**config.mk**
```make
export PLATFORM = sky130hd
export DESIGN_NAME = rsz_div
export DESIGN_NICKNAME = d
export VERILOG_FILES = /design/src/rsz_pkg.sv /design/src/rsz_div.sv
export SDC_FILE = /design/constraint.sdc
export NUM_CORES = 2
export LEC_CHECK = 0
export BUFFER_PORTS_ARGS = -buffer_cell sky130_fd_sc_hd__buf_2
export CAP_MARGIN = 15
export CORE_MARGIN = 4
export CORE_UTILIZATION = 63
export DETAILED_ROUTE_END_ITERATION = 8
export PLACE_DENSITY_LB_ADDON = 0.2
export SLEW_MARGIN = 30
export SYNTH_ARGS = -nofsm -noshare
export SYNTH_HDL_FRONTEND = slang
export SYNTH_SLANG_ARGS = --single-unit
```
**constraint.sdc**
```tcl
create_clock -name aclk -period 4.25 [get_ports aclk]
set_input_delay 0.85 -clock aclk [delete_from_list [all_inputs] [get_ports aclk]]
set_output_delay 0.85 -clock aclk [all_outputs]
set_load 0.02 [all_outputs]
```
**src/rsz_pkg.sv**
```systemverilog
// types and constants of the planar image resampler
// no dependencies
package rsz_pkg;

    typedef enum logic {
        CMD_LOAD     = 1'b0,
        CMD_RESAMPLE = 1'b1
    } cmd_t;

    localparam int CFG_IDX_W  = 3;
    localparam int CFG_DATA_W = 11;

    localparam logic [CFG_IDX_W-1:0] REG_SRC_WIDTH   = 3'd0;
    localparam logic [CFG_IDX_W-1:0] REG_SRC_HEIGHT  = 3'd1;
    localparam logic [CFG_IDX_W-1:0] REG_DST_WIDTH   = 3'd2;
    localparam logic [CFG_IDX_W-1:0] REG_DST_HEIGHT  = 3'd3;
    localparam logic [CFG_IDX_W-1:0] REG_INTERP_MODE = 3'd4;

    localparam logic MODE_BILINEAR = 1'b0;
    localparam logic MODE_NEAREST  = 1'b1;

    localparam int PIX_W      = 8;
    localparam int SRC_SIZE_W = 8;
    localparam int DST_SIZE_W = 11;
    localparam int NUM_W      = 19;   // (2d+1)*src
    localparam int NUM_LO_W   = 9;    // numerator bits streamed through the divider
    localparam int Q_W        = 24;   // quotient bits, one per stage
    localparam int REM_W      = 11;
    localparam int FRAC_W     = 16;
    localparam int WGT_W      = 17;
    localparam int PROD_W     = 25;
    localparam int ACC_W      = 42;
    localparam int NUM_BANKS  = 4;

    typedef struct packed {
        cmd_t       command;
        logic [9:0] col;
        logic [9:0] row;
        logic [1:0] plane;
        logic [7:0] pixel_in;
    } rsz_in_t;

    typedef struct packed {
        logic [7:0] pixel_out;
        logic       status;
    } rsz_out_t;

    // transaction fields carried alongside the divider
    typedef struct packed {
        cmd_t       command;
        logic       ok;
        logic [1:0] plane;
        logic [9:0] col;
        logic [9:0] row;
        logic [7:0] pixel_in;
    } rsz_tag_t;

    // neighbourhood selection and weights handed to the interpolator
    typedef struct packed {
        logic              ok;
        logic              xpar;
        logic              ypar;
        logic              xsame;
        logic              ysame;
        logic [FRAC_W-1:0] fx;
        logic [FRAC_W-1:0] fy;
    } rsz_meta_t;

endpackage

```
**src/rsz_div.sv**
```systemverilog
// pipelined restoring divider, one quotient bit per stage, for both axes
// depends on rsz_pkg
module rsz_div import rsz_pkg::*; (
    input  logic                  aclk,
    input  logic                  aresetn,
    input  logic                  en,
    input  logic                  in_valid,
    input  rsz_tag_t              in_tag,
    input  logic [NUM_W-1:0]      in_num_x,
    input  logic [NUM_W-1:0]      in_num_y,
    input  logic [DST_SIZE_W-1:0] div_x,
    input  logic [DST_SIZE_W-1:0] div_y,
    output logic                  out_valid,
    output rsz_tag_t              out_tag,
    output logic [Q_W-1:0]        out_q_x,
    output logic [Q_W-1:0]        out_q_y
);

    logic             vld_reg [Q_W];
    rsz_tag_t         tag_reg [Q_W];
    logic [REM_W-1:0] rx_reg  [Q_W];
    logic [REM_W-1:0] ry_reg  [Q_W];
    logic [Q_W-1:0]   wx_reg  [Q_W];
    logic [Q_W-1:0]   wy_reg  [Q_W];

    for (genvar k = 0; k < Q_W; k++) begin : g_stage
        logic             v_in;
        rsz_tag_t         t_in;
        logic [REM_W-1:0] rx_in, ry_in;
        logic [Q_W-1:0]   wx_in, wy_in;
        logic [REM_W:0]   tx, ty;
        logic             gx, gy;
        logic [REM_W-1:0] rx_next, ry_next;

        if (k == 0) begin : g_first
            assign v_in  = in_valid;
            assign t_in  = in_tag;
            assign rx_in = REM_W'(in_num_x[NUM_W-1:NUM_LO_W]);
            assign ry_in = REM_W'(in_num_y[NUM_W-1:NUM_LO_W]);
            assign wx_in = {in_num_x[NUM_LO_W-1:0], {(Q_W-NUM_LO_W){1'b0}}};
            assign wy_in = {in_num_y[NUM_LO_W-1:0], {(Q_W-NUM_LO_W){1'b0}}};
        end else begin : g_next
            assign v_in  = vld_reg[k-1];
            assign t_in  = tag_reg[k-1];
            assign rx_in = rx_reg[k-1];
            assign ry_in = ry_reg[k-1];
            assign wx_in = wx_reg[k-1];
            assign wy_in = wy_reg[k-1];
        end

        assign tx = {rx_in, wx_in[Q_W-1]};
        assign ty = {ry_in, wy_in[Q_W-1]};
        assign gx = (tx >= {1'b0, div_x});
        assign gy = (ty >= {1'b0, div_y});
        assign rx_next = gx ? REM_W'(tx - {1'b0, div_x}) : tx[REM_W-1:0];
        assign ry_next = gy ? REM_W'(ty - {1'b0, div_y}) : ty[REM_W-1:0];

        always_ff @(posedge aclk) begin
            if (!aresetn) begin
                vld_reg[k] <= 1'b0;
            end else if (en) begin
                vld_reg[k] <= v_in;
            end
        end

        always_ff @(posedge aclk) begin
            if (en) begin
                tag_reg[k] <= t_in;
                rx_reg[k]  <= rx_next;
                ry_reg[k]  <= ry_next;
                wx_reg[k]  <= {wx_in[Q_W-2:0], gx};
                wy_reg[k]  <= {wy_in[Q_W-2:0], gy};
            end
        end
    end

    assign out_valid = vld_reg[Q_W-1];
    assign out_tag   = tag_reg[Q_W-1];
    assign out_q_x   = wx_reg[Q_W-1];
    assign out_q_y   = wy_reg[Q_W-1];

endmodule

```
==> qor.txt <==
Reg clk slew, reported paths -> 0.07 ns
Hold-fix buffers, CTS -> 0
Worst setup margin -> 1.10 ns
Crit-path slowest cell -> a211o_1
Average size of a mapped cell -> 15.3 um^2
Post-CTS setup buffers -> 0
Number of CTS-inserted buffers -> 190
Simple-Gate Fraction of Synth Area -> 5.57%
Final Hold Fails -> 0
WS Path Type -> input port to register
Hold_ws -> 0.199 ns
Root Driver -> clkbuf_16
Sequential share of the synthesized area -> 68.3%
Final Wtd Congestion -> 0.876
Cells after DPL -> 7673
Die width -> 379 um
DRT Wirelength -> 159 mm
Largest family of logic cells by synthesized area -> compound AO/OA/AOI/OAI gates
Worst-Margin Slew -> 1.10 ns
Post-route ant nets -> 0
Htree depth -> 4
Post-synth EDFFs -> 1969
Met1 wire length -> 68.9 mm
Pwr Total -> 0.0666 W
Initial antenna violation count -> 4
CP endpoint kind -> register
P&R area growth vs syn -> 12.1%
Reg2reg path depth -> 11
Drt wl/cell -> 19.9 um
CP startpoint -> div_x[1]
Fmax -> 317 MHz
Synth area leaders -> edfxtp_1 (68%), ha_1 (7.6%), mux2_2 (3.9%)
Post-synth top area cell -> edfxtp_1
Initial core utilization -> 63.7%
XOR/XNOR Fraction of Synth Area -> 3.14%
Largest stage delay, worst path -> 0.51 ns
Post-DR vias/cell -> 5.92
Pleak -> 36.4 nW
Compound-Gate Fraction of Synth Area -> 8.92%
Relative slew slack -> 26.9%
Hold Path Depth -> 1
Critical Path AT -> 3.67 ns
Clk sink count -> 1970
YS warnings -> 0
Max FFs per register -> 768
Metal2 WL -> 77.1 mm
Uppermost routed layer -> met5
Max-slew violations -> 0
FP Rows -> 135
Status -> completed
Final net count -> 6752
Die height -> 379 um
Worst EP required -> 4.76 ns
Remaining DRCs -> 0
GR Overflow Total -> 0
Worst-path fanout max -> 20
Synth Register Bits -> 1970
Most common cell after layout, fill and taps aside -> edfxtp_1
Place WS -> 0.271 ns
Post-CTS Resized -> 0
Top-area cell type share of the netlist area -> 68.2%
Max IR drop VDD -> 481 uV
RR Endpoint -> ry_reg[0][48]
Drt pass-1 iters -> 5
FF-to-FF Start -> wy_reg[0][95]
Unrepaired setup endpoints after global routing -> no
Synth Flop Type -> edfxtp_1
Initial drt markers -> 3659
First-pass GRT wire length -> 252 mm
Clk Latency, worst-skew pair -> 0.81 ns
Final cell count without fillers -> 8025
Commonest cells after routing, fill and taps aside -> edfxtp_1 (1969), ha_1 (526), a21oi_1 (410)
Clock Skews -> 0.0539 ns
Pwr/cell area -> 685 nW/um^2
Die Area -> 144000 um^2
# setup viols final -> 0
Yosys cell types -> 70
Max Cap Viol -> 0
Ratio of cells with drive above 1 in the final layout -> 14.9%
All-layer global routing usage -> 22.2%
Multiplexer share of the synthesized area -> 4.17%
Synthesized net count -> 6340
Crit share post-route -> 74.2%
Post-synth ARST share -> 0%
I/O pin total -> 177
Synth Cell Area -> 86600 um^2
Via count -> 47539
Crit path to -> rx_reg[2][19]
Hold WC Path Type -> input port to register
Placeable Area -> 136000 um^2
CTS tree -> done
Number of global-route vias before repair -> 47499
Met3 wire length -> 8.08 mm
Post-Synth Adder-Cell Area -> 8.66%
Bufs on Longest Clock Path -> 3
Crit path time final -> 3.15 ns
Detailed placement HPWL -> 96.6 mm
Port Buffer Count -> 176
Largest net degree at the start of global routing -> 185
CP cell instances -> buf_2, inv_2, buf_4, ha_1, ha_1, o21ai_0, nand2b_1, a21oi_1, o21a_1, o21ai_0, a211o_1, mux2_2
Cells after synthesis -> 5672
Reg2Reg Setup Slack -> 1.17 ns
Total negative slack -> 0 ns
CP startpoint kind -> input port
-- synthesized netlist by cell type, types with 8 or more instances --
| master | count |
|---|---|
| o21a_1 | 64 |
| nand3_1 | 83 |
| a211o_1 | 39 |
| o31ai_1 | 12 |
| a21o_1 | 112 |
| a21oi_1 | 410 |
| nor4_1 | 21 |
| a221o_1 | 12 |
| mux2i_1 | 22 |
| o31a_1 | 22 |
| edfxtp_1 | 1969 |
| a31oi_1 | 35 |
| a2111oi_0 | 15 |
| nor2_1 | 249 |
| nand4b_1 | 11 |
| a311o_1 | 8 |
| and3_1 | 55 |
| nand4_1 | 47 |
| nor2b_1 | 61 |
| o21bai_1 | 83 |
| o21ba_2 | 11 |
| o211ai_1 | 8 |
| o21ai_0 | 308 |
| and2_1 | 37 |
| a211oi_1 | 15 |
| mux2_2 | 299 |
| nand3b_1 | 8 |
| nand2_1 | 244 |
| fa_1 | 46 |
| nand2b_1 | 60 |
| a221oi_1 | 10 |
| a41oi_1 | 18 |
| inv_1 | 201 |
| o21ai_1 | 8 |
| a41o_1 | 15 |
| ha_1 | 526 |
| clkbuf_1 | 47 |
| or4_1 | 12 |
| xnor2_1 | 179 |
| nor3_1 | 52 |
| xor2_1 | 132 |
| buf_2 | 31 |
-- stage by stage --
step                      utilization, %  instance area, um^2
final                               71.5                97200
after global routing                71.5                97200
after CTS                           71.5                97200
after detailed placement            66.7                90700
after global placement              66.7                90700
after floorplan                        -                86600
-- report_power, final --
group          switching [W]  total, W  internal (W)
sequential           0.00185    0.0283        0.0264
clock                0.00738    0.0171       0.00974
combinational         0.0112    0.0212       0.00995
total                 0.0205    0.0666        0.0461
-- how the worst min path moves through the flow --
stage | from | to | slack, ns
2_1_floorplan | tag_reg[0][68] | tag_reg[0][100] | 0.40
3_3_place_gp | tag_reg[1][87] | tag_reg[1][119] | 0.40
3_5_place_dp | tag_reg[0][87] | tag_reg[0][119] | 0.40
4_1_cts | in_tag[26] | tag_reg[0][26] | 0.12
5_1_grt | in_tag[14] | tag_reg[0][14] | 0.15
6_report | in_tag[7] | tag_reg[0][7] | 0.20
-- cell families after synthesis --
| kind of cell | after synthesis |
|---|---|
| compound gates | 1238 |
| xor+xnor | 311 |
| fa+ha+maj | 572 |
| buf+inv | 282 |
| flops | 1970 |
| mux | 323 |
| simple gates | 976 |
-- per-layer routing --
layer	global-route usage, %	vias to the layer above
li1	-	22805
met1	30.3	23099
met2	36.7	1260
met3	3.68	373
met4	7.97	2
met5	0	-
-- cell type report --
type | instances | area, um^2
multi-input cells | 3420 | 26400
flip-flops and latches | 1970 | 59100
repair buffers | 300 | 2190
well taps | 1781 | 2230
inverters | 202 | 758
fillers | 8575 | 38800
diodes | 1 | 2.50
clock inverters | 134 | 1550
clock buffers | 217 | 4880
-- critical path: cells and delay by family --
| family | cells | cell delay, ns |
|---|---|---|
| adders and majority gates | 2 | 0.54 |
| and+or+nand+nor | 1 | 0.10 |
| buffers and inverters | 3 | 0.72 |
| AOI/OAI and AO/OA | 5 | 1.09 |
| muxes | 1 | 0.35 |
Note: power is estimated with default switching activity, not from simulation.
