===== src/rsz_pkg.sv =====
// types and constants of the planar image resampler
// no dependencies
package rsz_pkg;

    typedef enum logic {
        CMD_LOAD     = 1'b0,
        CMD_RESAMPLE = 1'b1
    } cmd_t;

    localparam int CFG_IDX_W  = 3;
    localparam int CFG_DATA_W = 11;

    localparam logic [CFG_IDX_W-1:0] REG_SRC_WIDTH   = 3'd0;
    localparam logic [CFG_IDX_W-1:0] REG_SRC_HEIGHT  = 3'd1;
    localparam logic [CFG_IDX_W-1:0] REG_DST_WIDTH   = 3'd2;
    localparam logic [CFG_IDX_W-1:0] REG_DST_HEIGHT  = 3'd3;
    localparam logic [CFG_IDX_W-1:0] REG_INTERP_MODE = 3'd4;

    localparam logic MODE_BILINEAR = 1'b0;
    localparam logic MODE_NEAREST  = 1'b1;

    localparam int PIX_W      = 8;
    localparam int SRC_SIZE_W = 8;
    localparam int DST_SIZE_W = 11;
    localparam int NUM_W      = 19;   // (2d+1)*src
    localparam int NUM_LO_W   = 9;    // numerator bits streamed through the divider
    localparam int Q_W        = 24;   // quotient bits, one per stage
    localparam int REM_W      = 11;
    localparam int FRAC_W     = 16;
    localparam int WGT_W      = 17;
    localparam int PROD_W     = 25;
    localparam int ACC_W      = 42;
    localparam int NUM_BANKS  = 4;

    typedef struct packed {
        cmd_t       command;
        logic [9:0] col;
        logic [9:0] row;
        logic [1:0] plane;
        logic [7:0] pixel_in;
    } rsz_in_t;

    typedef struct packed {
        logic [7:0] pixel_out;
        logic       status;
    } rsz_out_t;

    // transaction fields carried alongside the divider
    typedef struct packed {
        cmd_t       command;
        logic       ok;
        logic [1:0] plane;
        logic [9:0] col;
        logic [9:0] row;
        logic [7:0] pixel_in;
    } rsz_tag_t;

    // neighbourhood selection and weights handed to the interpolator
    typedef struct packed {
        logic              ok;
        logic              xpar;
        logic              ypar;
        logic              xsame;
        logic              ysame;
        logic [FRAC_W-1:0] fx;
        logic [FRAC_W-1:0] fy;
    } rsz_meta_t;

endpackage


===== src/rsz_interp.sv =====
// neighbour selection, weighted sum, rounding and result register
// depends on rsz_pkg
module rsz_interp import rsz_pkg::*; (
    input  logic                            aclk,
    input  logic                            aresetn,
    input  logic                            en,
    input  logic                            meta_valid,
    input  rsz_meta_t                       meta,
    input  logic [NUM_BANKS-1:0][PIX_W-1:0] bank_q,
    output logic                            m_valid,
    output rsz_out_t                        m_data
);

    // read stage, aligned with the bank read data
    logic      d_vld_reg;
    rsz_meta_t d_reg;

    // products
    logic              e_vld_reg, e_ok_reg;
    logic [PROD_W-1:0] e_p_reg [4];
    logic [FRAC_W-1:0] e_fy_reg;

    // horizontal sums
    logic              f_vld_reg, f_ok_reg;
    logic [PROD_W-1:0] f_h0_reg, f_h1_reg;
    logic [FRAC_W-1:0] f_fy_reg;

    // vertical products
    logic             g_vld_reg, g_ok_reg;
    logic [ACC_W-1:0] g_m0_reg, g_m1_reg;

    logic     out_vld_reg;
    rsz_out_t out_reg;

    logic              bx1, by1;
    logic [PIX_W-1:0]  v00, v10, v01, v11;
    logic [WGT_W-1:0]  wx0, wx1, wy0, wy1;
    logic [ACC_W-1:0]  acc;
    logic [9:0]        rounded;
    rsz_out_t          out_next;

    always_comb begin
        bx1 = d_reg.xsame ? d_reg.xpar : ~d_reg.xpar;
        by1 = d_reg.ysame ? d_reg.ypar : ~d_reg.ypar;
        v00 = bank_q[{d_reg.ypar, d_reg.xpar}];
        v10 = bank_q[{d_reg.ypar, bx1}];
        v01 = bank_q[{by1, d_reg.xpar}];
        v11 = bank_q[{by1, bx1}];
        wx1 = {1'b0, d_reg.fx};
        wx0 = WGT_W'(17'h10000 - wx1);
        wy1 = {1'b0, f_fy_reg};
        wy0 = WGT_W'(17'h10000 - wy1);
    end

    always_comb begin
        acc      = g_m0_reg + g_m1_reg + ACC_W'(32'h8000_0000);
        rounded  = acc[ACC_W-1:32];
        out_next = '{pixel_out: 8'd0, status: 1'b1};
        if (g_ok_reg) begin
            out_next.status    = 1'b0;
            out_next.pixel_out = (rounded > 10'd255) ? 8'd255 : rounded[7:0];
        end
    end

    always_ff @(posedge aclk) begin
        if (!aresetn) begin
            d_vld_reg   <= 1'b0;
            e_vld_reg   <= 1'b0;
            f_vld_reg   <= 1'b0;
            g_vld_reg   <= 1'b0;
            out_vld_reg <= 1'b0;
        end else if (en) begin
            d_vld_reg   <= meta_valid;
            e_vld_reg   <= d_vld_reg;
            f_vld_reg   <= e_vld_reg;
            g_vld_reg   <= f_vld_reg;
            out_vld_reg <= g_vld_reg;
        end
    end

    always_ff @(posedge aclk) begin
        if (en) begin
            d_reg      <= meta;
            e_ok_reg   <= d_reg.ok;
            e_fy_reg   <= d_reg.fy;
            e_p_reg[0] <= PROD_W'(v00) * PROD_W'(wx0);
            e_p_reg[1] <= PROD_W'(v10) * PROD_W'(wx1);
            e_p_reg[2] <= PROD_W'(v01) * PROD_W'(wx0);
            e_p_reg[3] <= PROD_W'(v11) * PROD_W'(wx1);
            f_ok_reg   <= e_ok_reg;
            f_fy_reg   <= e_fy_reg;
            f_h0_reg   <= e_p_reg[0] + e_p_reg[1];
            f_h1_reg   <= e_p_reg[2] + e_p_reg[3];
            g_ok_reg   <= f_ok_reg;
            g_m0_reg   <= ACC_W'(f_h0_reg) * ACC_W'(wy0);
            g_m1_reg   <= ACC_W'(f_h1_reg) * ACC_W'(wy1);
            out_reg    <= out_next;
        end
    end

    assign m_valid = out_vld_reg;
    assign m_data  = out_reg;

endmodule


===== config.mk =====
export PLATFORM = sky130hd
export DESIGN_NAME = rsz_interp
export DESIGN_NICKNAME = d
export VERILOG_FILES = /design/src/rsz_pkg.sv /design/src/rsz_interp.sv
export SDC_FILE = /design/constraint.sdc
export NUM_CORES = 2
export LEC_CHECK = 0
export BUFFER_PORTS_ARGS = -buffer_cell sky130_fd_sc_hd__buf_2
export CORE_ASPECT_RATIO = 0.5
export CORE_MARGIN = 2
export CORE_UTILIZATION = 60
export DETAILED_ROUTE_END_ITERATION = 8
export GPL_ROUTABILITY_DRIVEN = 0
export GPL_TIMING_DRIVEN = 1
export PLACE_DENSITY_LB_ADDON = 0.05
export SLEW_MARGIN = 15
export SYNTH_ARGS = -nofsm -noshare
export SYNTH_HDL_FRONTEND = slang
export SYNTH_SLANG_ARGS = --single-unit

===== constraint.sdc =====
create_clock -name aclk -period 8.35 [get_ports aclk]
set_input_delay 1.2525 -clock aclk [delete_from_list [all_inputs] [get_ports aclk]]
set_output_delay 1.2525 -clock aclk [all_outputs]
set_load 0.005 [all_outputs]

==> flow_results.xml <==
<?xml version="1.0" encoding="UTF-8"?>
<metrics>
  <group name="status">
    <metric name="run_status" unit="">complete, no violations</metric>
  </group>
  <group name="final_layout">
    <metric name="multi_input_area" unit="mm^2">0.0421</metric>
    <metric name="largest_register_ffs" unit="">98</metric>
    <metric name="mostFrequentLayoutCells" unit="">inv_1 (1159), fa_1 (1014), nand2_1 (921), ha_1 (535), and2_1 (436)</metric>
    <metric name="num_antenna_cells" unit="">0</metric>
    <metric name="syn_to_final_growth" unit="%">6.36</metric>
    <metric name="final-seq-area" unit="mm^2">0.00947</metric>
    <metric name="drive_above_1_share" unit="">0.0576</metric>
    <metric name="finish.net_count" unit="">7558</metric>
    <metric name="final_core_util" unit="">0.645</metric>
    <metric name="fillerInstances" unit="">7692</metric>
    <metric name="most_common_library_cell_in_the_layout_ignoring_fill_and_taps" unit="">inv_1</metric>
  </group>
  <group name="clocking">
    <metric name="clkLatencyLatePin" unit="ps">630</metric>
    <metric name="cts-root-buf" unit="">clkbuf_16</metric>
    <metric name="count_of_clock_tree_sinks" unit="">317</metric>
    <metric name="cts-buffers-inserted" unit="">35</metric>
    <metric name="cts_tree" unit="">yes</metric>
    <metric name="cts_max_level" unit="">2</metric>
    <metric name="clkSlewWorstSetupHoldPaths" unit="ps">70</metric>
    <metric name="cts_buffer_depth" unit="">3</metric>
  </group>
  <group name="logic_synthesis">
    <metric name="synth_sequential_area_ratio" unit="">0.167</metric>
    <metric name="yosys_warnings" unit="">0</metric>
    <metric name="synth_nets" unit="">7530</metric>
    <metric name="synth-main-ff-cell" unit="">edfxtp_1</metric>
    <metric name="post_synth_instance_area" unit="mm^2">0.0566</metric>
    <metric name="synthDominantCellAreaShare" unit="">0.359</metric>
    <metric name="yosysUniqueCellTypes" unit="">81</metric>
    <metric name="yosys.area.top_type" unit="">fa_1</metric>
    <metric name="synth_edf_count" unit="">312</metric>
    <metric name="synthCells" unit="">5907</metric>
    <metric name="synth.avg_cell_area" unit="um^2">9.58</metric>
    <metric name="synthArstFlopShare" unit="">0</metric>
    <metric name="synth_area_leaders" unit="">fa_1 (36%), edfxtp_1 (17%), ha_1 (12%)</metric>
    <metric name="ys_seq_elements" unit="">317</metric>
  </group>
  <group name="placement">
    <metric name="port_buf_inserts" unit="">82</metric>
    <metric name="place_hpwl" unit="um">117000</metric>
  </group>
  <group name="grt">
    <metric name="globalRouteOverflowTotal" unit="">0</metric>
    <metric name="first_global_vias" unit="">43122</metric>
    <metric name="grt_antenna_before_repair" unit="">2</metric>
    <metric name="grt_use_total" unit="">0.308</metric>
    <metric name="grt_max_degree" unit="">131</metric>
    <metric name="grt_first_pass_wirelength" unit="um">233000</metric>
  </group>
  <group name="routing">
    <metric name="route.final.wire_length" unit="um">144000</metric>
    <metric name="antenna_left" unit="">0</metric>
    <metric name="drt_first_pass_iters" unit="">6</metric>
    <metric name="post-route-drc-count" unit="">0</metric>
    <metric name="drt-initial-drc-count" unit="">2881</metric>
    <metric name="routed_wire_length_per_instance" unit="um">20.0</metric>
    <metric name="drt-vias-per-instance" unit="">5.71</metric>
    <metric name="dr_total_vias" unit="">41158</metric>
  </group>
  <group name="sta">
    <metric name="worst_slew_margin_rel" unit="">0.302</metric>
    <metric name="setup_skew" unit="ps">50.3</metric>
    <metric name="setup_viol" unit="">0</metric>
    <metric name="max_transition_viols_final" unit="">0</metric>
    <metric name="min_period_over_period" unit="">0.973</metric>
    <metric name="finalHoldViolations" unit="">0</metric>
    <metric name="minimum_clock_period" unit="ps">8130</metric>
    <metric name="rsz0062_at_grt" unit="">no</metric>
    <metric name="worstMarginPinSlew" unit="ps">1040</metric>
    <metric name="maxClockFrequency" unit="MHz">123</metric>
  </group>
  <group name="worst_setup_path">
    <metric name="end_kind" unit="">flip-flop</metric>
    <metric name="startpoint_kind_of_the_worst_setup_timing_path" unit="">flip-flop</metric>
    <metric name="worst-endpoint-required" unit="ps">8680</metric>
    <metric name="cp_max_fanout" unit="">5</metric>
    <metric name="critical_path_arrival" unit="ps">8460</metric>
    <metric name="criticalPathCategory" unit="">flip-flop to flip-flop</metric>
  </group>
  <group name="hold_path">
    <metric name="min_path_type" unit="">flip-flop to flip-flop</metric>
  </group>
  <group name="die">
    <metric name="floorplan.initialDensity" unit="">0.607</metric>
    <metric name="std_cell_rows" unit="">79</metric>
    <metric name="die_x" unit="um">438</metric>
    <metric name="area_inside_the_core_boundary" unit="mm^2">0.0932</metric>
    <metric name="floorplan.die_area" unit="mm^2">0.0969</metric>
    <metric name="die-height" unit="um">221</metric>
    <metric name="io_pins" unit="">83</metric>
  </group>
  <group name="run">
    <metric name="cap_violations" unit="">0</metric>
  </group>
</metrics>
==> cell type report <==
class / count / share of cell area
Clock buffer: 44 / 0.0156
Clock inverter: 17 / 0.00337
Inverter: 1160 / 0.0724
Multi-Input combinational cell: 4205 / 0.700
Sequential cell: 317 / 0.157
Tap cell: 1255 / 0.0261
Timing Repair Buffer: 216 / 0.0246
==> repair_timing <==
action / CTS / global route
pin swaps: 0 / 7
hold buffers: 0 / 0
setup buffers: 0 / 8
gates cloned: 0 / 1
resized for setup: 1 / 25
endpoints found under the setup margin: 1 / 9
==> per-layer routing <==
layer / global-route usage / routed length, um
met5: 0 / 13
met2: 0.489 / 66500
met3: 0.0531 / 11500
met1: 0.435 / 61400
met4: 0.0944 / 4660
==> synth_stat cells (47+ instances only) <==
cell / count
inv_1: 1159
fa_1: 1014
nand2_1: 921
ha_1: 536
and2_1: 436
edfxtp_1: 312
nor2_1: 218
clkbuf_1: 197
xnor2_1: 170
a21oi_1: 159
a21o_1: 92
o21ai_0: 76
xor2_1: 61
mux2i_1: 48
nand3_1: 47
==> critical path, cell delays in order (launching register included) <==
cell and delay [ps]:
edfxtp_1 440, nor4_4 390, nand2b_1 140, or3_4 410, nor4_4 260, buf_4 200, xnor2_4 120, and2_1 220
fa_1 530, fa_1 430, fa_1 520, fa_1 430, fa_1 490, inv_1 50, fa_1 490, inv_1 50
ha_1 350, a21oi_2 200, o21ai_1 110, a311oi_2 410, nor3_1 150, o32a_1 360, a41o_1 310, o41ai_4 280
o21ai_1 160, o41ai_2 250, xnor2_1 110
==> worst paths after layout <==
path                              start                endpoint  slack, ps  cells past startpoint
setup reg to reg  f_fy_reg[8]$_DFFE_PP_  g_m0_reg[41]$_DFFE_PP_        220                     26
hold / removal       d_reg[4]$_DFFE_PP_   e_fy_reg[4]$_DFFE_PP_        410                      0
setup / recovery  f_fy_reg[8]$_DFFE_PP_  g_m0_reg[41]$_DFFE_PP_        220                     26
hold reg to reg      d_reg[4]$_DFFE_PP_   e_fy_reg[4]$_DFFE_PP_        410                      0
==> per-stage QoR <==
stage               std cells  cell area, um^2  setup WS (ps)  hold slack [ps]  setup TNS, ps
floorplan                5907            56600            743              400              0
global placement         7144            58800            235              401              0
detailed placement       7144            58800          -33.2              406          -33.2
CTS                      7205            59900           96.4              411              0
global route             7214            60200           5.53              425              0
finish                   7214            60200            225              412              0
==> kinds of logic after synthesis <==
| logic type | count (synthesis) | share of synthesized area |
|---|---|---|
| AOI/OAI and AO/OA | 538 | 0.0639 |
| xor gates and xnor gates | 231 | 0.0358 |
| adders and majority gates | 1550 | 0.477 |
| buffers and inverters | 1386 | 0.0921 |
| DFF | 317 | 0.167 |
| muxes | 64 | 0.0137 |
| and+or+nand+nor | 1821 | 0.150 |
Power is not shown: default switching activity piles up to over one toggle a cycle in this logic, so the estimate is an artifact.
